**config.mk**
```make
export PLATFORM = sky130hd
export DESIGN_NAME = lwma_front
export DESIGN_NICKNAME = d
export VERILOG_FILES = /design/src/rtl/core/lwma_pkg.sv /design/src/rtl/core/lwma_front.sv
export SDC_FILE = /design/constraint.sdc
export NUM_CORES = 1
export LEC_CHECK = 0
export ABC_AREA = 0
export BUFFER_PORTS_ARGS = -buffer_cell sky130_fd_sc_hd__clkbuf_2
export CORE_ASPECT_RATIO = 1.25
export CORE_MARGIN = 4
export CORE_UTILIZATION = 52
export CTS_CLUSTER_DIAMETER = 150
export DETAILED_ROUTE_END_ITERATION = 7
export GPL_TIMING_DRIVEN = 0
export PLACE_DENSITY = 0.84
export RECOVER_POWER = 25
export SLEW_MARGIN = 5
export SYNTH_ARGS = -nofsm -noshare
export SYNTH_HDL_FRONTEND = slang
export SYNTH_SLANG_ARGS = --single-unit
export TNS_END_PERCENT = 100
```
**constraint.sdc**
```tcl
create_clock -name aclk -period 2.95 [get_ports aclk]
set_clock_uncertainty 0.1 [all_clocks]
set_input_delay 0.4425 -clock aclk [delete_from_list [all_inputs] [get_ports aclk]]
set_output_delay 0.4425 -clock aclk [all_outputs]
set_load 0.1 [all_outputs]
```
**src/rtl/core/lwma_pkg.sv**
```systemverilog
`default_nettype none
// ----------------------------------------------------------------------------
// LWMA retarget package
// Shared widths, payload types and the compact-target decoder.
// ----------------------------------------------------------------------------
package lwma_pkg;

    localparam int WINDOW = 64;
    localparam int TIDX_W = $clog2(WINDOW + 1);
    localparam int BIDX_W = $clog2(WINDOW);
    localparam int J_W    = $clog2(WINDOW + 1);
    localparam int K_W    = 16 + $clog2(WINDOW + 2) - 1;
    localparam int NK_W   = K_W + J_W;
    localparam int DV_W   = K_W + 2 * J_W;
    localparam int ST_W   = 34;
    localparam int WP_W   = ST_W + J_W + 1;
    localparam int TS_W   = WP_W + J_W;
    localparam int P_W    = 256 + TS_W;
    localparam int MC_W   = $clog2(TS_W);

    localparam logic [1:0] CFG_SPACING   = 2'd0;
    localparam logic [1:0] CFG_LIMIT     = 2'd1;
    localparam logic [1:0] CFG_MIN_DIFF  = 2'd2;
    localparam logic [1:0] CFG_NO_RETGT  = 2'd3;

    typedef enum logic {
        OP_APPEND = 1'b0,
        OP_QUERY  = 1'b1
    } op_t;

    typedef struct packed {
        logic        op;
        logic [31:0] block_time;
        logic [31:0] block_bits;
    } in_t;

    typedef struct packed {
        logic [31:0] next_bits;
        logic        window_full;
    } out_t;

    typedef struct packed {
        op_t         kind;
        logic [31:0] block_time;
        logic [31:0] block_bits;
    } cmd_t;

    typedef struct packed {
        logic [15:0] target_spacing;
        logic [31:0] limit_bits;
        logic        allow_min_difficulty;
        logic        no_retarget;
    } cfg_t;

    function automatic logic [255:0] decode_compact(input logic [31:0] c);
        logic [7:0]   size;
        logic [255:0] word;
        logic [7:0]   sh;
        size = c[31:24];
        word = {233'd0, c[22:0]};
        sh   = 8'((size - 8'd3) << 3);
        if (size <= 8'd3) begin
            return word >> {(8'd3 - size), 3'b000};
        end else if (size > 8'd34) begin
            return '0;
        end else begin
            return word << sh;
        end
    endfunction

endpackage
`default_nettype wire

```
**src/rtl/core/lwma_front.sv**
```systemverilog
`default_nettype none
// ----------------------------------------------------------------------------
// LWMA front end
// Accepts input transfers, tags them as append or query, and holds them in
// a two-entry queue for the engine.
// ----------------------------------------------------------------------------
module lwma_front import lwma_pkg::*; (
    input  wire logic aclk,
    input  wire logic aresetn,
    input  wire logic s_valid,
    output logic      s_ready,
    input  wire in_t  s_data,
    output logic      q_valid,
    input  wire logic q_ready,
    output cmd_t      q_cmd
);

    cmd_t       fifo_reg [2];
    logic       wr_ptr_reg;
    logic       rd_ptr_reg;
    logic [1:0] cnt_reg;
    logic       push;
    logic       pop;
    cmd_t       cmd_in;

    assign s_ready = (cnt_reg != 2'd2);
    assign q_valid = (cnt_reg != 2'd0);
    assign q_cmd   = fifo_reg[rd_ptr_reg];
    assign push    = s_valid && s_ready;
    assign pop     = q_valid && q_ready;

    always_comb begin
        cmd_in.kind       = s_data.op ? OP_QUERY : OP_APPEND;
        cmd_in.block_time = s_data.block_time;
        cmd_in.block_bits = s_data.block_bits;
    end

    always_ff @(posedge aclk) begin
        if (push) begin
            fifo_reg[wr_ptr_reg] <= cmd_in;
        end
    end

    always_ff @(posedge aclk) begin
        if (!aresetn) begin
            wr_ptr_reg <= 1'b0;
            rd_ptr_reg <= 1'b0;
            cnt_reg    <= 2'd0;
        end else begin
            if (push) begin
                wr_ptr_reg <= ~wr_ptr_reg;
            end
            if (pop) begin
                rd_ptr_reg <= ~rd_ptr_reg;
            end
            if (push && !pop) begin
                cnt_reg <= cnt_reg + 2'd1;
            end else if (pop && !push) begin
                cnt_reg <= cnt_reg - 2'd1;
            end
        end
    end

endmodule
`default_nettype wire

```
==> out/metrics.csv, run 1 <==
metric,value,unit
outcome,finished clean,
syn2layout_area_growth,28.3,%
grt_pass1_vias,2699,
synth_nets,296,
grt.overflow.total,0,
grt_pass1_wl,12700,um
synth_seq_cells,135,
endpoint,q_cmd[14],
cts_tree,built,
fmax,403,MHz
endpoint_kind,output port,
yosysWarnings,0,
worstPathCellList,"buf_2, buf_4, mux2_2, clkbuf_2",
slew_headroom,0.397,
routed_wl,8300,um
syn-cell-area,4930,sq um
slowest_stage,clkbuf_2,
die_width,95.1,um
yosysUniqueCellTypes,20,
cts_setup_buffers,0,
die_area,11100,sq um
tightest_slew,0.905,ns
max_stage_delay,0.37,ns
wl_met1,3180,um
grt_use_total,0.157,
io_buffers,135,
fin_nets,450,
ant_nets,0,
r2r-end,fifo_reg[1][12]$_DFFE_PP_,
cts-resized-gates,0,
dr.pass1.iters,4,
period_share,0.841,
route.met2.wl,4480,um
cts_sinks,135,
drtIter0Drc,118,
rsz0062_at_grt,false,
grt_max_degree,66,
clockBufferDepth,2,
ioPinCount,136,
cts.htree.levels,4,
gp_congestion,0.676,
cts_made_buffers,17,
routedWlPerCell,16.1,um
start_kind,register,
num_rows,39,
clk_latency,0.40,ns
grt_antenna_before_repair,0,
crit_required,2.41,ns
die_y,117,um
path_max_fanout,10,
maxCapViolCount,0,
synth_area_per_cell,21.8,sq um
met3_length,567,um
worstSetupPathType,register to output port,
design.core.area,9170,sq um
drive_gt1_frac,0.551,
r2r_setup_slack,1.04,ns
largest_register_ffs,130,
r2r_cells,2,
hpwl,5550,um
setup_viol,0,
syn_inst,226,
vias,2525,
min_path_type,input port to register,
final_core_util,0.689,
ctsHoldBuffers,0,
clk_pin_slew_worst_paths,0.05,ns
cts-root-buf,clkbuf_16,
r2r-start,cnt_reg[0]$_SDFFE_PN0P_,
initial_core_util,0.537,
arrival,1.94,ns
hold_viol,0,
n_antenna_cell,0,
highest-signal-layer,met4,
drc,0,
drv_slew,0,
seq_area_frac_synth,0.813,
period_needed,2.48,ns
viasPerCell,4.90,
-- routing by layer --
metal  global-route usage  vias to the layer above
li1                     -                     1208
met1                0.168                     1218
met3               0.0607                        9
met5                    0                        -
met4               0.0606                        0
met2                0.278                       90
-- placed cells by master (no fill, tap or decap) --
cell type	instances
buf_4	5
o21ai_1	1
clkinv_4	2
bufinv_16	3
clkinvlp_4	3
buf_2	2
and2_1	4
nand3b_1	1
ha_1	1
clkinv_2	2
edfxtp_1	130
o21ai_0	1
clkinv_1	2
clkbuf_2	111
clkbuf_16	17
inv_4	1
inv_6	1
a21bo_2	1
a21boi_1	1
and3_4	1
or2_2	1
dfxtp_1	5
a21boi_0	1
mux2_2	65
nand2b_4	1
or3_1	1
clkbuf_1	25
xnor2_1	2
xor2_1	1
-- logic make-up (layout without fill, tap and decap cells) --
logic type,Yosys count,after routing,synth area share
AND/OR/NAND/NOR,9,9,0.0132
XOR/XNOR,3,3,0.00533
buffers and inverters,8,174,0.0104
flip-flops,135,135,0.813
multiplexers,65,65,0.149
AO/OA/AOI/OAI,5,5,0.00711
adder cells (fa/ha/maj),1,1,0.00254
-- synthesized netlist by cell type --
| cell | count | area share |
|---|---|---|
| and3_1 | 1 | 0.0013 |
| nand3b_1 | 1 | 0.0015 |
| xnor2_1 | 2 | 0.0036 |
| o21ai_0 | 1 | 0.0010 |
| inv_1 | 1 | 0.00076 |
| edfxtp_1 | 130 | 0.79 |
| nand2b_4 | 1 | 0.0028 |
| or2_2 | 1 | 0.0013 |
| or3_1 | 1 | 0.0013 |
| a21bo_2 | 1 | 0.0020 |
| mux2_2 | 65 | 0.15 |
| buf_4 | 5 | 0.0076 |
| a21boi_1 | 1 | 0.0015 |
| xor2_1 | 1 | 0.0018 |
| and2_1 | 4 | 0.0051 |
| o21ai_1 | 1 | 0.0010 |
| ha_1 | 1 | 0.0025 |
| dfxtp_1 | 5 | 0.020 |
| a21boi_0 | 1 | 0.0015 |
| buf_2 | 2 | 0.0020 |
-- worst min path at each step --
stage / start / to / cells past startpoint / slack [ns]
3_5_place_dp: cnt_reg[1]$_SDFFE_PN0P_ / cnt_reg[1]$_SDFFE_PN0P_ / 2 / 0.46
3_3_place_gp: cnt_reg[1]$_SDFFE_PN0P_ / cnt_reg[1]$_SDFFE_PN0P_ / 2 / 0.42
5_1_grt: s_data[35] / fifo_reg[1][35]$_DFFE_PP_ / 1 / 0.11
4_1_cts: s_data[56] / fifo_reg[1][56]$_DFFE_PP_ / 1 / 0.11
6_report: s_data[57] / fifo_reg[0][57]$_DFFE_PP_ / 1 / 0.13
2_1_floorplan: cnt_reg[1]$_SDFFE_PN0P_ / cnt_reg[1]$_SDFFE_PN0P_ / 2 / 0.41
-- critical path: cells and delay by family (launching register included) --
kind	cells	cell delay (ns)
multiplexers	1	0.36
buffers and inverters	3	0.87
flip-flops	1	0.31
-- metrics by stage --
stage               area, sq um  TNS (ns)  std cells  setup WS, ns  hold slack, ns
floorplan                  4930         0        226        0.0392           0.412
global placement           5760    -39.52        484        -0.467           0.423
detailed placement         5760         0        484         0.851           0.465
CTS                        6350         0        515         0.422           0.111
global route               6320         0        515         0.351           0.111
finish                     6320         0        515         0.469           0.130
-- layout make-up --
class	count	area, sq um
Sequential cell	135	4000
Inverter	1	6.26
Fill cell	654	2860
Buffer	7	47.5
Timing Repair Buffer	135	646
Tap cell	123	154
Clock buffer	18	429
Clock inverter	13	156
Multi-Input combinational cell	83	876
Power of run 1 is not shown: default switching activity piles up to over one toggle a cycle in this logic, so the estimate is an artifact.
==> run 2: changes to the inputs <==
--- a/config.mk
+++ b/config.mk
@@ -9,11 +9,11 @@
 export BUFFER_PORTS_ARGS = -buffer_cell sky130_fd_sc_hd__clkbuf_2
 export CORE_ASPECT_RATIO = 1.25
 export CORE_MARGIN = 4
-export CORE_UTILIZATION = 52
+export CORE_UTILIZATION = 47
 export CTS_CLUSTER_DIAMETER = 150
 export DETAILED_ROUTE_END_ITERATION = 7
 export GPL_TIMING_DRIVEN = 0
-export PLACE_DENSITY = 0.84
+export PLACE_DENSITY = 0.81
 export RECOVER_POWER = 25
 export SLEW_MARGIN = 5
 export SYNTH_ARGS = -nofsm -noshare
==> constraint.sdc (replaced) <==
create_clock -name aclk -period 2.1 [get_ports aclk]
set_clock_uncertainty 0.1 [all_clocks]
set_input_delay 0.315 -clock aclk [delete_from_list [all_inputs] [get_ports aclk]]
set_output_delay 0.315 -clock aclk [all_outputs]
set_load 0.1 [all_outputs]
==> run 2 against run 1 <==
Effect of this change: register-to-register slack got worse by 0.89 ns; global-route usage grew 3.2 points; cell count increased by 14%; sequential share of layout area decreased by 11 points; critical path depth unchanged.
==> out/metrics.csv, run 2 (synthesis gave the netlist of run 1 again) <==
metric,value,unit
setup_ws,0.0380,ns
crit_required,1.68,ns
start_kind,register,
multiInputGateArea,876,sq um
grt.overflow.total,0,
slew_headroom,0.573,
rsz0062_at_grt,true,
clk_latency,0.41,ns
endpoint_kind,output port,
p_int,7.05,mW
pwr-share-comb,0.466,
total_power,12.2,mW
initial_core_util,0.485,
maxCapViolCount,0,
cts-root-buf,clkbuf_16,
final_core_util,0.748,
cts_sinks,135,
routed_wl,11600,um
path_max_fanout,10,
io_buffers,135,
setup_viol,0,
worstSetupPathType,register to output port,
final_common_cell,edfxtp_1,
placed_cell_area,5810,sq um
switchingPower,5.12,mW
fin_nets,514,
cts.htree.levels,4,
grt_max_degree,42,
hpwl,6150,um
period_needed,2.06,ns
min_path_type,input port to register,
grt_pass1_vias,3246,
setup-tns-final,0,ns
drive_gt1_frac,0.468,
fmax,485,MHz
grt_use_total,0.189,
power_density,1600,nW/um^2
viasPerCell,4.94,
drtIter0Drc,101,
cts_made_buffers,17,
grt_antenna_before_repair,0,
design.core.area,10200,sq um
clockPowerShare,0.247,
syn2layout_area_growth,54.3,%
drc,0,
die_area,12200,sq um
pre_cts_slack,0.0545,ns
clockBufferDepth,2,
swShare,0.421,
gp_congestion,0.688,
dr.pass1.iters,4,
drv_slew,0,
routedWlPerCell,19.9,um
layout.area.seq,4010,sq um
hold_viol,0,
tightest_slew,0.637,ns
ant_nets,0,
holdWs,0.0386,ns
cts_tree,built,
num_rows,41,
die_width,99.6,um
n_antenna_cell,0,
ioPinCount,136,
vias,2896,
num-fill-cells,620,
power.leakage,2.81,nW
clk_pin_slew_worst_paths,0.05,ns
layout_common_cells,"edfxtp_1, mux2_2, dlygate4sd3_1, buf_8, clkbuf_2",
largest_register_ffs,130,
grt_pass1_wl,16900,um
arrival,1.65,ns
ir_worst_vdd,0.890,mV
seqPwrFrac,0.287,
outcome,finished clean,
postLayoutCellArea,7600,sq um
dp_cells,492,
fin_cells,586,
period_share,0.982,
die_y,122,um
[run 2: repair_timing]
item	4_1_cts	5_1_grt
endpoints found under the setup margin	65	101
setup buffers	0	1
hold endpoints to repair	110	4
resized for setup	126	47
gates cloned	0	2
hold buffers	56	3
[run 2: area by class of cell]
class	count	area share
Buffer	7	0.0114
Clock buffer	22	0.0584
Clock inverter	10	0.0201
Multi-Input combinational cell	83	0.115
Inverter	1	0.000988
Timing Repair Buffer	198	0.245
Sequential cell	135	0.527
Tap cell	129	0.0212
Timing Repair inverter	1	0.000658
[run 2: worst paths after layout]
path | start | endpoint | slack, ns | depth (start not counted)
setup / recovery | register | q_cmd[26] | 0.04 | 4
hold / removal | s_data[15] | fifo_reg[1][15]$_DFFE_PP_ | 0.04 | 1
setup reg to reg | cnt_reg[1]$_SDFFE_PN0P_ | fifo_reg[0][19]$_DFFE_PP_ | 0.15 | 3
hold reg to reg | rd_ptr_reg$_SDFFE_PN0P_ | register | 0.50 | 2
[run 2: metal layers]
layer	track usage	vias up	wire length, um
met4	0.0726	0	214
met3	0.0603	22	615
met2	0.358	118	6660
met5	0	-	0
met1	0.190	1423	4150
li1	-	1333	-
[run 2: critical path, stage by stage, from the launching register on]
cell,delay [ns]
dfxtp_4,0.37
buf_8,0.14
buf_8,0.15
mux2_2,0.36
clkbuf_8,0.22
[run 2: power by group through the flow]
stage	clock (mW)	combinational, mW	sequential, mW
after global placement	0	4.60	3.51
after CTS	3.04	5.43	3.47
after floorplan	0	3.99	3.50
after global routing	3.19	5.83	3.52
after detailed placement	0	4.68	3.52
final	3.00	5.67	3.49
No activity file was read; power rests on OpenSTA's default activity.
==> run 3: changes to the inputs <==
--- a/config.mk
+++ b/config.mk
@@ -5,7 +5,7 @@
 export SDC_FILE = /design/constraint.sdc
 export NUM_CORES = 1
 export LEC_CHECK = 0
-export ABC_AREA = 0
+export ABC_AREA = 1
 export BUFFER_PORTS_ARGS = -buffer_cell sky130_fd_sc_hd__clkbuf_2
 export CORE_ASPECT_RATIO = 1.25
 export CORE_MARGIN = 4
@@ -13,7 +13,7 @@
 export CTS_CLUSTER_DIAMETER = 150
 export DETAILED_ROUTE_END_ITERATION = 7
 export GPL_TIMING_DRIVEN = 0
-export PLACE_DENSITY = 0.81
+export PLACE_DENSITY = 0.8
 export RECOVER_POWER = 25
 export SLEW_MARGIN = 5
 export SYNTH_ARGS = -nofsm -noshare
==> run 3 against run 2 <==
Effect of this change: total power fell by 6.2%; global-route usage fell by 1.6 points; utilization fell by 2.6 points; sequential share of layout area fell by 0.54 points; count of clock-buffer cells in the layout fell by 2; combinational power fell by 6.9%; first-iteration DRC count fell by 24%; sequential power rose by 1%; via count fell by 0.38%; cell area rose by 0.94%; setup slack got worse by 0.015 ns; critical endpoint is now q_cmd[27].
==> out/metrics.csv, run 3 <==
metric,value,unit
outcome,finished clean,
netlist.area_leader.share,0.760,
grt_pass1_wl,16400,um
grt_max_degree,20,
dr.pass1.iters,4,
period_needed,2.08,ns
start_kind,register,
setup-tns-final,0,ns
worstSetupPathType,register to output port,
die_width,102,um
synth_area_per_cell,21.5,sq um
grt_use_total,0.172,
vias,2885,
die_y,125,um
final_common_cell,edfxtp_1,
syn_inst,239,
crit_required,1.68,ns
holdPathEnd,fifo_reg[0][5]$_DFFE_PP_,
r2r-end,fifo_reg[0][49]$_DFFE_PP_,
slowest_stage,dfxtp_1,
rsz0062_at_grt,true,
clk_pin_slew_worst_paths,0.05,ns
crit_top_cell,buf_6,
clk_latency,0.40,ns
ir_worst_vdd,1.17,mV
cts-root-buf,clkbuf_16,
n_antenna_cell,0,
period_share,0.989,
layout_common_cells,"edfxtp_1, dlygate4sd3_1, mux2_4, clkbuf_8, clkbuf_2",
pre_cts_slack,0.0466,ns
num_rows,42,
worstPathCellList,"buf_6, buf_6, mux2_4, clkbuf_8",
syn2layout_area_growth,49.4,%
ant_nets,0,
cts_made_buffers,17,
synthArstFlopShare,0,
cts_sinks,135,
seq_area_frac_synth,0.780,
viasPerCell,4.84,
drv_slew,0,
r2r_setup_slack,0.21,ns
r2r_cells,6,
clockBufferDepth,2,
die_area,12700,sq um
io_buffers,135,
hp-start,s_data[5],
yosysUniqueCellTypes,15,
initial_core_util,0.484,
power.leakage,2.99,nW
holdWs,0.0280,ns
yosysWarnings,0,
cts.htree.levels,4,
setup_viol,0,
drive_gt1_frac,0.470,
design.core.area,10600,sq um
r2r-start,cnt_reg[0]$_SDFFE_PN0P_,
synth_edf_count,130,
yosysMostFrequentCell,edfxtp_1,
syn-cell-area,5140,sq um
cts_tree,built,
grt_pass1_vias,3229,
min_path_type,input port to register,
max_stage_delay,0.33,ns
synth_nets,309,
drtIter0Drc,77,
num-fill-cells,651,
slew_headroom,0.596,
arrival,1.66,ns
fin_nets,522,
hold_path_depth,1,
setup_ws,0.0234,ns
synth_seq_cells,135,
routedWlPerCell,17.3,um
synth_common_cells,"edfxtp_1, mux2_4, mux2_2",
grt.overflow.total,0,
hpwl,6520,um
path_max_fanout,10,
fmax,482,MHz
drc,0,
synth_top_flop_cell,edfxtp_1,
routed_wl,10300,um
synth.area.top_cells,"edfxtp_1, mux2_4, mux2_2",
endpoint_kind,output port,
ioPinCount,136,
gp_congestion,0.681,
maxCapViolCount,0,
hold_viol,0,
power_density,1490,nW/um^2
grt_antenna_before_repair,0,
largest_register_ffs,130,
tightest_slew,0.604,ns
yosysTopAreaCell,edfxtp_1,
[run 3: timing repair]
action | 4_1_cts | 5_1_grt
hold buffers | 46 | 5
setup buffers | 0 | 2
gates resized for setup | 111 | 5
endpoints found under the hold margin | 90 | 9
setup endpoints to repair | 60 | 82
pin swaps | 0 | 1
[run 3: stage by stage]
stage                util  total power [mW]  cells  cell area [sq um]
floorplan               -              7.52    239               5190
global placement    0.568              8.07    506               6030
detailed placement  0.583              8.29    512               6190
CTS                 0.720              11.5    589               7640
global route        0.723              11.8    596               7670
finish              0.723              11.4    596               7670
[run 3: layout make-up]
type	instances	area, sq um	area share
clock buffers	20	437	0.0569
flip-flops and latches	135	4010	0.522
inverters	8	32.5	0.00424
multi-input cells	89	1080	0.140
well taps	132	165	0.0215
clock inverters	11	85.1	0.0111
plain buffers	7	76.3	0.00995
repair buffers	194	1790	0.234
[run 3: worst max-delay path, delay by kind of cell (launching register included)]
kind                   cells  cell delay, ns
buffers and inverters      3            0.60
DFF                        1            0.33
muxes                      1            0.33
[run 3: logic make-up after synthesis]
logic type,after synthesis,share of synthesized area
adder cells (fa/ha/maj),1,0.00244
multiplexers,65,0.179
buffers and inverters,15,0.0200
AND/OR/NAND/NOR,19,0.0146
flip-flops,135,0.780
AO/OA/AOI/OAI,4,0.00438
[run 3: worst max path at each step]
stage | start | end | slack [ns] | depth (start not counted)
2_1_floorplan | cnt_reg[0]$_SDFFE_PN0P_ | fifo_reg[0][0]$_DFFE_PP_ | -0.06 | 4
3_3_place_gp | cnt_reg[0]$_SDFFE_PN0P_ | fifo_reg[0][43]$_DFFE_PP_ | -0.42 | 4
3_5_place_dp | cnt_reg[0]$_SDFFE_PN0P_ | fifo_reg[1][55]$_DFFE_PP_ | 0.05 | 7
4_1_cts | register | q_cmd[49] | -0.001 | 4
5_1_grt | register | q_cmd[17] | -0.06 | 4
6_report | register | q_cmd[27] | 0.02 | 4
[run 3: metal layers]
| layer | track usage | up-vias | part of all wire |
|---|---|---|---|
| li1 | - | 1355 | - |
| met5 | 0 | - | 0 |
| met3 | 0.0571 | 22 | 0.063 |
| met1 | 0.176 | 1394 | 0.36 |
| met4 | 0.0704 | 0 | 0.022 |
| met2 | 0.312 | 114 | 0.55 |
[run 3: where the power goes]
group	internal [mW]	switching [mW]
Sequential	3.41	0.124
Clock	1.60	0.995
Combinational	1.59	3.69
